File: config.mk
export PLATFORM = sky130hd
export DESIGN_NAME = nested_priority_irq_task_queue
export DESIGN_NICKNAME = d
export VERILOG_FILES = /design/src/rtl/core/nptq_pkg.sv /design/src/rtl/core/nptq_ram.sv /design/src/rtl/core/nested_priority_irq_task_queue.sv
export SDC_FILE = /design/constraint.sdc
export NUM_CORES = 1
export LEC_CHECK = 0
export ABC_CLOCK_PERIOD_IN_PS = 6900
export BUFFER_PORTS_ARGS = -buffer_cell sky130_fd_sc_hd__buf_2
export CAP_MARGIN = 5
export CORE_ASPECT_RATIO = 1.25
export CORE_MARGIN = 4
export CORE_UTILIZATION = 62
export CTS_BUF_LIST = sky130_fd_sc_hd__clkbuf_8
export CTS_CLUSTER_DIAMETER = 40
export DETAILED_ROUTE_END_ITERATION = 7
export PLACE_DENSITY = 0.78
export SETUP_SLACK_MARGIN = 0.1
export SLEW_MARGIN = 20
export SYNTH_ARGS = -nofsm -noshare
export SYNTH_HDL_FRONTEND = slang
export SYNTH_HIERARCHICAL = 1
export SYNTH_SLANG_ARGS = --single-unit
File: constraint.sdc
create_clock -name clk -period 6.9 [get_ports clk]
set_input_delay 1.035 -clock clk [delete_from_list [all_inputs] [get_ports clk]]
set_output_delay 1.035 -clock clk [all_outputs]
set_load 0.05 [all_outputs]
File: src/rtl/core/nptq_pkg.sv
// Shared constants, types and helpers for the nested priority task queue.
// Used by the RAM-based queue core and its port checker; no dependencies.
`timescale 1ns / 1ps

package nptq_pkg;

  // Queue and nesting stack sizes.
  localparam int Q_DEPTH = 16;
  localparam int Q_AW    = (Q_DEPTH > 1) ? $clog2(Q_DEPTH) : 1;
  localparam int Q_CW    = $clog2(Q_DEPTH + 1);
  localparam int N_DEPTH = 8;
  localparam int N_AW    = (N_DEPTH > 1) ? $clog2(N_DEPTH) : 1;
  localparam int N_CW    = $clog2(N_DEPTH + 1);

  // Field widths.
  localparam int ID_W  = 8;
  localparam int LVL_W = 16;

  localparam logic [LVL_W-1:0] IDLE_LEVEL_RESET = 16'd9999;

  // Item function codes.
  localparam logic FUNC_ADD    = 1'b0;
  localparam logic FUNC_FINISH = 1'b1;

  // Error codes.
  localparam logic [1:0] ERR_NONE      = 2'd0;
  localparam logic [1:0] ERR_QFULL     = 2'd1;
  localparam logic [1:0] ERR_IDLE_FIN  = 2'd2;
  localparam logic [1:0] ERR_NEST_FULL = 2'd3;

  // One queue entry as stored in the queue RAM.
  typedef struct packed {
    logic [ID_W-1:0]  id;
    logic [LVL_W-1:0] level;
  } entry_t;

  localparam int ENTRY_W = $bits(entry_t);

  // Physical queue address of logical position off, counted from the head.
  function automatic logic [Q_AW-1:0] q_phys(input logic [Q_AW-1:0] head,
                                             input logic [Q_CW-1:0] off);
    logic [Q_AW+1:0] s;
    s = (Q_AW+2)'(head) + (Q_AW+2)'(off);
    if (s >= (Q_AW+2)'(Q_DEPTH)) begin
      s = s - (Q_AW+2)'(Q_DEPTH);
    end
    return s[Q_AW-1:0];
  endfunction

endpackage

File: src/rtl/core/nptq_ram.sv
// Generic simple dual-port RAM: one write port, one read port, registered read.
// Stand-alone; used for the task queue and the nesting level stack.
`timescale 1ns / 1ps

module nptq_ram #(
  parameter int WIDTH = 8,
  parameter int DEPTH = 16
) (
  input  logic                                      clk,
  input  logic                                      we,
  input  logic [((DEPTH > 1) ? $clog2(DEPTH) : 1)-1:0] waddr,
  input  logic [WIDTH-1:0]                          wdata,
  input  logic                                      re,
  input  logic [((DEPTH > 1) ? $clog2(DEPTH) : 1)-1:0] raddr,
  output logic [WIDTH-1:0]                          rdata
);

  logic [WIDTH-1:0] mem [DEPTH];

  // Write, and a read whose data holds until the next read.
  always_ff @(posedge clk) begin
    if (we) begin
      mem[waddr] <= wdata;
    end
    if (re) begin
      rdata <= mem[raddr];
    end
  end

endmodule

File: src/rtl/core/nested_priority_irq_task_queue.sv
// Nested priority task queue: level-sorted circular queue RAM plus a stack RAM of saved levels.
// An add walks the sorted-insert path (S_INS_START, S_INS_WALK, S_INS_PUT), a finish pops the stack
// in S_POP; every item then reads the head in S_HEAD_RD and decides in S_HEAD_CHK.
// One item is in work at a time and the next is taken once its result is registered;
// the sorted-insert walk moves one entry per cycle, and S_HEAD_CHK waits on a result stall.
// Synchronous reset empties the queue and the stack and sets the internal running level to 9999.
`timescale 1ns / 1ps

module nested_priority_irq_task_queue (
  input  logic                         clk,
  input  logic                         rst,
  // Configuration write channel (idle_level)
  input  logic                         cfg_valid,
  output logic                         cfg_ready,
  input  logic [nptq_pkg::LVL_W-1:0]   cfg_data,
  // Input item channel
  input  logic                         in_valid,
  output logic                         in_ready,
  input  logic                         func,
  input  logic [nptq_pkg::ID_W-1:0]    task_id,
  input  logic [nptq_pkg::LVL_W-1:0]   priority_req,
  // Result channel
  output logic                         out_valid,
  input  logic                         out_ready,
  output logic                         dispatch_valid,
  output logic [nptq_pkg::ID_W-1:0]    dispatch_id,
  output logic [nptq_pkg::LVL_W-1:0]   dispatch_priority,
  output logic [nptq_pkg::LVL_W-1:0]   running_level,
  output logic [nptq_pkg::Q_CW-1:0]    queue_count,
  output logic [1:0]                   error
);

  localparam int QCW = nptq_pkg::Q_CW;
  localparam int QAW = nptq_pkg::Q_AW;
  localparam int NCW = nptq_pkg::N_CW;
  localparam int NAW = nptq_pkg::N_AW;

  typedef enum logic [6:0] {
    S_IDLE      = 7'b0000001,
    S_INS_START = 7'b0000010,
    S_INS_WALK  = 7'b0000100,
    S_INS_PUT   = 7'b0001000,
    S_POP       = 7'b0010000,
    S_HEAD_RD   = 7'b0100000,
    S_HEAD_CHK  = 7'b1000000
  } state_t;

  state_t                       state;
  logic [nptq_pkg::ID_W-1:0]    op_id;
  logic [nptq_pkg::LVL_W-1:0]   op_lvl;
  logic [1:0]                   err;
  logic [QAW-1:0]               head;
  logic [QCW-1:0]               count;
  logic [NCW-1:0]               nest;
  logic [nptq_pkg::LVL_W-1:0]   cur_level;
  logic [QAW-1:0]               walk_k;

  // RAM ports
  logic                         q_we;
  logic [QAW-1:0]               q_waddr;
  nptq_pkg::entry_t             q_wdata;
  logic                         q_re;
  logic [QAW-1:0]               q_raddr;
  nptq_pkg::entry_t             q_rdata;
  logic                         s_we;
  logic [NAW-1:0]               s_waddr;
  logic [nptq_pkg::LVL_W-1:0]   s_wdata;
  logic                         s_re;
  logic [NAW-1:0]               s_raddr;
  logic [nptq_pkg::LVL_W-1:0]   s_rdata;

  logic                         in_beat;
  logic                         slot_free;
  logic                         due;
  logic                         nest_full;
  logic                         dispatch_now;
  logic                         out_load;
  nptq_pkg::entry_t             new_entry;
  logic                         walk_shift;

  nptq_ram #(
    .WIDTH (nptq_pkg::ENTRY_W),
    .DEPTH (nptq_pkg::Q_DEPTH)
  ) u_queue_ram (
    .clk   (clk),
    .we    (q_we),
    .waddr (q_waddr),
    .wdata (q_wdata),
    .re    (q_re),
    .raddr (q_raddr),
    .rdata (q_rdata)
  );

  nptq_ram #(
    .WIDTH (nptq_pkg::LVL_W),
    .DEPTH (nptq_pkg::N_DEPTH)
  ) u_stack_ram (
    .clk   (clk),
    .we    (s_we),
    .waddr (s_waddr),
    .wdata (s_wdata),
    .re    (s_re),
    .raddr (s_raddr),
    .rdata (s_rdata)
  );

  // Handshake and per-item decisions. Register beats are taken only between items.
  assign in_ready     = (state == S_IDLE);
  assign cfg_ready    = (state == S_IDLE);
  assign in_beat      = in_valid && in_ready;
  assign slot_free    = !out_valid || out_ready;
  assign due          = (count != '0) && (q_rdata.level < cur_level);
  assign nest_full    = (nest == NCW'(nptq_pkg::N_DEPTH));
  assign dispatch_now = due && !nest_full;
  assign out_load     = (state == S_HEAD_CHK) && slot_free;
  assign new_entry    = '{id: op_id, level: op_lvl};
  assign walk_shift   = (q_rdata.level > op_lvl);

  // RAM control: the insert walk writes entry k into slot k + 1 while reading entry k - 1.
  always_comb begin
    q_we    = 1'b0;
    q_waddr = head;
    q_wdata = new_entry;
    q_re    = 1'b0;
    q_raddr = head;
    s_we    = 1'b0;
    s_waddr = nest[NAW-1:0];
    s_wdata = cur_level;
    s_re    = 1'b0;
    s_raddr = '0;
    case (state)
      S_IDLE: begin
        if (in_beat && (func == nptq_pkg::FUNC_FINISH) && (nest != '0)) begin
          s_re    = 1'b1;
          s_raddr = NAW'(nest - NCW'(1));
        end
      end
      S_INS_START: begin
        if (count == '0) begin
          q_we    = 1'b1;
          q_waddr = head;
        end else begin
          q_re    = 1'b1;
          q_raddr = nptq_pkg::q_phys(head, count - QCW'(1));
        end
      end
      S_INS_WALK: begin
        q_we    = 1'b1;
        q_waddr = nptq_pkg::q_phys(head, QCW'(walk_k) + QCW'(1));
        if (walk_shift) begin
          q_wdata = q_rdata;
          if (walk_k != '0) begin
            q_re    = 1'b1;
            q_raddr = nptq_pkg::q_phys(head, QCW'(walk_k) - QCW'(1));
          end
        end
      end
      S_INS_PUT: begin
        q_we    = 1'b1;
        q_waddr = head;
      end
      S_HEAD_RD: begin
        q_re    = 1'b1;
        q_raddr = head;
      end
      S_HEAD_CHK: begin
        if (slot_free && dispatch_now) begin
          s_we = 1'b1;
        end
      end
      default: begin
      end
    endcase
  end

  // Sequencer, queue and stack bookkeeping, result register.
  always_ff @(posedge clk) begin
    if (rst) begin
      state      <= S_IDLE;
      head       <= '0;
      count      <= '0;
      nest       <= '0;
      cur_level  <= nptq_pkg::IDLE_LEVEL_RESET;
      out_valid  <= 1'b0;
      err        <= nptq_pkg::ERR_NONE;
    end else begin
      // Result register: a new beat may replace the one leaving in the same cycle.
      if (out_load) begin
        out_valid <= 1'b1;
      end else if (out_ready) begin
        out_valid <= 1'b0;
      end

      // Configuration beat; the running level follows while nothing is nested.
      if (cfg_valid && cfg_ready) begin
        if (nest == '0) begin
          cur_level <= cfg_data;
        end
      end

      case (state)
        S_IDLE: begin
          if (in_beat) begin
            op_id   <= task_id;
            op_lvl  <= priority_req;
            if (func == nptq_pkg::FUNC_ADD) begin
              if (count >= QCW'(nptq_pkg::Q_DEPTH)) begin
                err   <= nptq_pkg::ERR_QFULL;
                state <= S_HEAD_RD;
              end else begin
                err   <= nptq_pkg::ERR_NONE;
                state <= S_INS_START;
              end
            end else begin
              if (nest == '0) begin
                err   <= nptq_pkg::ERR_IDLE_FIN;
                state <= S_HEAD_RD;
              end else begin
                err   <= nptq_pkg::ERR_NONE;
                nest  <= nest - NCW'(1);
                state <= S_POP;
              end
            end
          end
        end
        S_POP: begin
          cur_level <= s_rdata;
          state     <= S_HEAD_RD;
        end
        S_INS_START: begin
          if (count == '0) begin
            count <= QCW'(1);
            state <= S_HEAD_RD;
          end else begin
            walk_k <= QAW'(count - QCW'(1));
            state  <= S_INS_WALK;
          end
        end
        S_INS_WALK: begin
          if (walk_shift) begin
            if (walk_k == '0) begin
              state <= S_INS_PUT;
            end else begin
              walk_k <= walk_k - QAW'(1);
            end
          end else begin
            count <= count + QCW'(1);
            state <= S_HEAD_RD;
          end
        end
        S_INS_PUT: begin
          count <= count + QCW'(1);
          state <= S_HEAD_RD;
        end
        S_HEAD_RD: begin
          state <= S_HEAD_CHK;
        end
        S_HEAD_CHK: begin
          // Wait here until the result register can take the beat.
          if (slot_free) begin
            dispatch_valid    <= dispatch_now;
            dispatch_id       <= dispatch_now ? q_rdata.id : '0;
            dispatch_priority <= dispatch_now ? q_rdata.level : '0;
            running_level     <= dispatch_now ? q_rdata.level : cur_level;
            queue_count       <= dispatch_now ? (count - QCW'(1)) : count;
            // A full stack is reported only when the item raised no earlier error.
            error             <= (due && nest_full && (err == nptq_pkg::ERR_NONE)) ?
                                 nptq_pkg::ERR_NEST_FULL : err;
            if (dispatch_now) begin
              head      <= nptq_pkg::q_phys(head, QCW'(1));
              count     <= count - QCW'(1);
              nest      <= nest + NCW'(1);
              cur_level <= q_rdata.level;
            end
            state <= S_IDLE;
          end
        end
        default: begin
          state <= S_IDLE;
        end
      endcase
    end
  end

endmodule

==> results.yml <==
worst_setup_path:
  r2r_start: "u_queue_ram/rdata[1]"
  path_cells: "ha_1, nor2b_1, o211ai_1, a2111o_1, a31oi_1, nand3_1, o221ai_4, buf_4, mux4_2, a22oi_1, nand2_1"
  cp_data_required_time_ns: 7.29
  critical_path_class: "flop to flop"
  crit_buf_inv: 1
  worstPathMaxFanout: 46
  setup.worst_path.end_class: "flop"
  arrival_ns: 5.35
  cp_top_family: "compound AO/OA/AOI/OAI gates"
  slowest_delay_ns: 0.73
  crit_path_start_kind: "flop"
  worst-path-stages: 11
  reg2reg_slack_ns: 1.94
  rr_endpoint: "u_queue_ram/rdata[8]"
  rr_worst_depth: 11
  slowest_stage: "buf_4"
grt:
  track_usage_pct: 25.6
  antenna_found_initial: 1
  grt_pass1_vias: 14879
  grt_first_pass_wirelength_um: 90500
  grt.overflow.total: 0
  grt_max_degree: 97
sta:
  post-route-period-util_pct: 71.8
  grt_setup_unrepaired: "no"
  clock.fmax_ghz: 0.202
  fin_setup_tns_ns: 0
  timing.final.max_slew_violations: 0
  slew-limit-headroom_pct: 25.8
  worstMarginPinSlew_ns: 1.11
  hold_violations: 0
  fin_crit_ns: 4.96
  setup_viol: 0
  fin_skew_ns: 0.0298
min_path:
  min_path_cells: 2
  hold_end: "cur_level[0]"
  hp-start: "u_stack_ram/rdata[0]"
  hold_path_class: "flop to flop"
drt:
  ant_nets: 0
  routed_via_density: 6.35
  routed_wl_um: 60500
  drc: 0
  avgRoutedWirePerCell_um: 26.7
  drtIter0Drc: 1333
  vias: 14404
  firstDrtPassIters: 6
yosys:
  synthArstFlopShare_pct: 0
  yosys_register_bits: 667
  synth_nets: 1553
  syn_area_per_cell_um2: 18.6
  ys_warn_count: 6
  synth-main-ff-cell: "edfxtp_1"
  synth_area_um2: 27100
  ys_seq_area_share_pct: 72.4
  synth_edf_count: 628
  synth_cells: 1457
  synth.distinct_cells: 67
clocking:
  cts_hold_buf: 0
  clock-sinks: 667
  htree_num_levels: 3
  cts_buffers: 98
  clk_pin_slew_ns: 0.07
  cts_buffer_depth: 3
  cts_root_buffer: "clkbuf_8"
  cts_resized: 0
  cts_tree: "built"
  clkLatencyLatePin_ns: 0.67
  postCtsSetupBuffers: 0
die:
  dieArea_um2: 47200
  ioPinCount: 97
  die_h_um: 242
  start_util_pct: 62.8
  num_rows: 85
  die_x_um: 195
  coreArea_um2: 43200
cells_and_area:
  antennaDiodeCount: 0
  stdcell_area_um2: 30300
  syn2layout_area_growth_pct: 11.8
  final.fill_count: 2707
  final_layout_size_suffix_gt1_share_pct: 26.7
  ff_latch_area_um2: 19600
  multi_input_area_um2: 7060
  layout.nets: 1722
  final_common_cell: "edfxtp_1"
  final_cell_mix: "edfxtp_1, clkbuf_8, mux4_2"
pwr:
  ir_drop_mv: 0.179
  leakage_uw: 0.0102
  powerDensity_nw_per_um2: 265
run_status:
  status: "complete, no violations"
place:
  gp_congestion: 0.823
  post_dp_cell_area_um2: 28400
  dp_hpwl_um: 35500
  io_buffer_count: 96
job:
  maxCapViolations: 0
-- tightest hold or removal path: stages (launching register included) --
cell      delay [ns]
edfxtp_1        0.33
a21oi_1         0.06
o221ai_1        0.06
-- Yosys cell counts, types with 10 or more instances --
cell type,n,area share (%)
nor3_1,16,0.30
ha_1,47,2.2
mux2_2,42,1.7
buf_6,11,0.46
xnor2_1,16,0.52
nand4_1,10,0.23
nor2b_1,10,0.23
o21bai_1,19,0.53
nand2_1,56,0.78
clkbuf_1,32,0.44
buf_2,14,0.26
mux2i_1,20,0.74
nor2_1,52,0.72
o21ai_0,21,0.39
mux4_1,28,2.7
mux4_2,100,8.3
a21oi_1,36,0.66
inv_1,53,0.73
dfxtp_1,39,2.9
a22oi_1,56,1.6
and2_1,25,0.58
nand3_1,16,0.30
edfxtp_1,628,70
-- registers in the layout, indices dropped and copies added (netlist names), 7 cells and up --
signal,flops
dispatch_priority,16
state,7
dispatch_id,8
u_queue_ram/rdata,24
u_stack_ram/mem,128
u_queue_ram/mem,384
cur_level,16
op_lvl,16
running_level,16
u_stack_ram/rdata,16
op_id,8
-- power breakdown --
part           total (uW)  internal, uW  switching [uW]
logic                 431           156             275
registers            4580          4520            59.9
clock network        3030          1550            1480
-- how the worst max path moves through the flow --
stage	start	to	slack, ns
finish	u_queue_ram/rdata[1]	u_queue_ram/rdata[8]	1.94
global route	u_queue_ram/rdata[15]	u_queue_ram/rdata[8]	1.74
CTS	u_queue_ram/rdata[1]	u_queue_ram/rdata[8]	1.93
detailed placement	u_queue_ram/rdata[1]	u_queue_ram/rdata[8]	1.93
global placement	u_queue_ram/rdata[1]	u_queue_ram/rdata[8]	2.05
floorplan	rst	dispatch_id[0]	1.66
-- layer usage --
| layer | share of wire, % | wire length [um] | GRT usage (%) |
|---|---|---|---|
| met1 | 37 | 22300 | 33.0 |
| met2 | 52 | 31700 | 44.5 |
| met3 | 7.7 | 4680 | 4.66 |
| met4 | 3.0 | 1820 | 8.69 |
| met5 | 0 | 0 | 0 |
-- through the flow --
| stage | setup slack, ns | total power (uW) | hold WS [ns] | instances | utilization, % |
|---|---|---|---|---|---|
| 3_5_place_dp | 1.93 | 5100 | 0.460 | 2090 | 65.7 |
| 5_1_grt | 1.74 | 8340 | 0.507 | 2269 | 70.2 |
| 6_report | 1.94 | 8040 | 0.487 | 2269 | 70.2 |
| 3_3_place_gp | 2.05 | 5080 | 0.447 | 2090 | 65.7 |
| 2_1_floorplan | 1.66 | 4940 | 0.439 | 1457 | - |
| 4_1_cts | 1.93 | 8090 | 0.485 | 2268 | 70.1 |
-- cell type report --
class | count | area share (%)
well taps | 565 | 2.33
clock inverters | 71 | 1.36
flip-flops and latches | 667 | 64.8
repair buffers | 136 | 2.68
clock buffers | 107 | 4.86
multi-input cells | 669 | 23.3
inverters | 54 | 0.669
-- kinds of logic after synthesis --
family / Yosys count / synth area share [%]
xor+xnor: 23 / 0.743
buf+inv: 121 / 2.10
compound gates: 177 / 4.51
mux: 191 / 13.5
simple gates: 228 / 4.27
fa+ha+maj: 50 / 2.39
flops: 667 / 72.4
(Power assumes the default switching activity.)
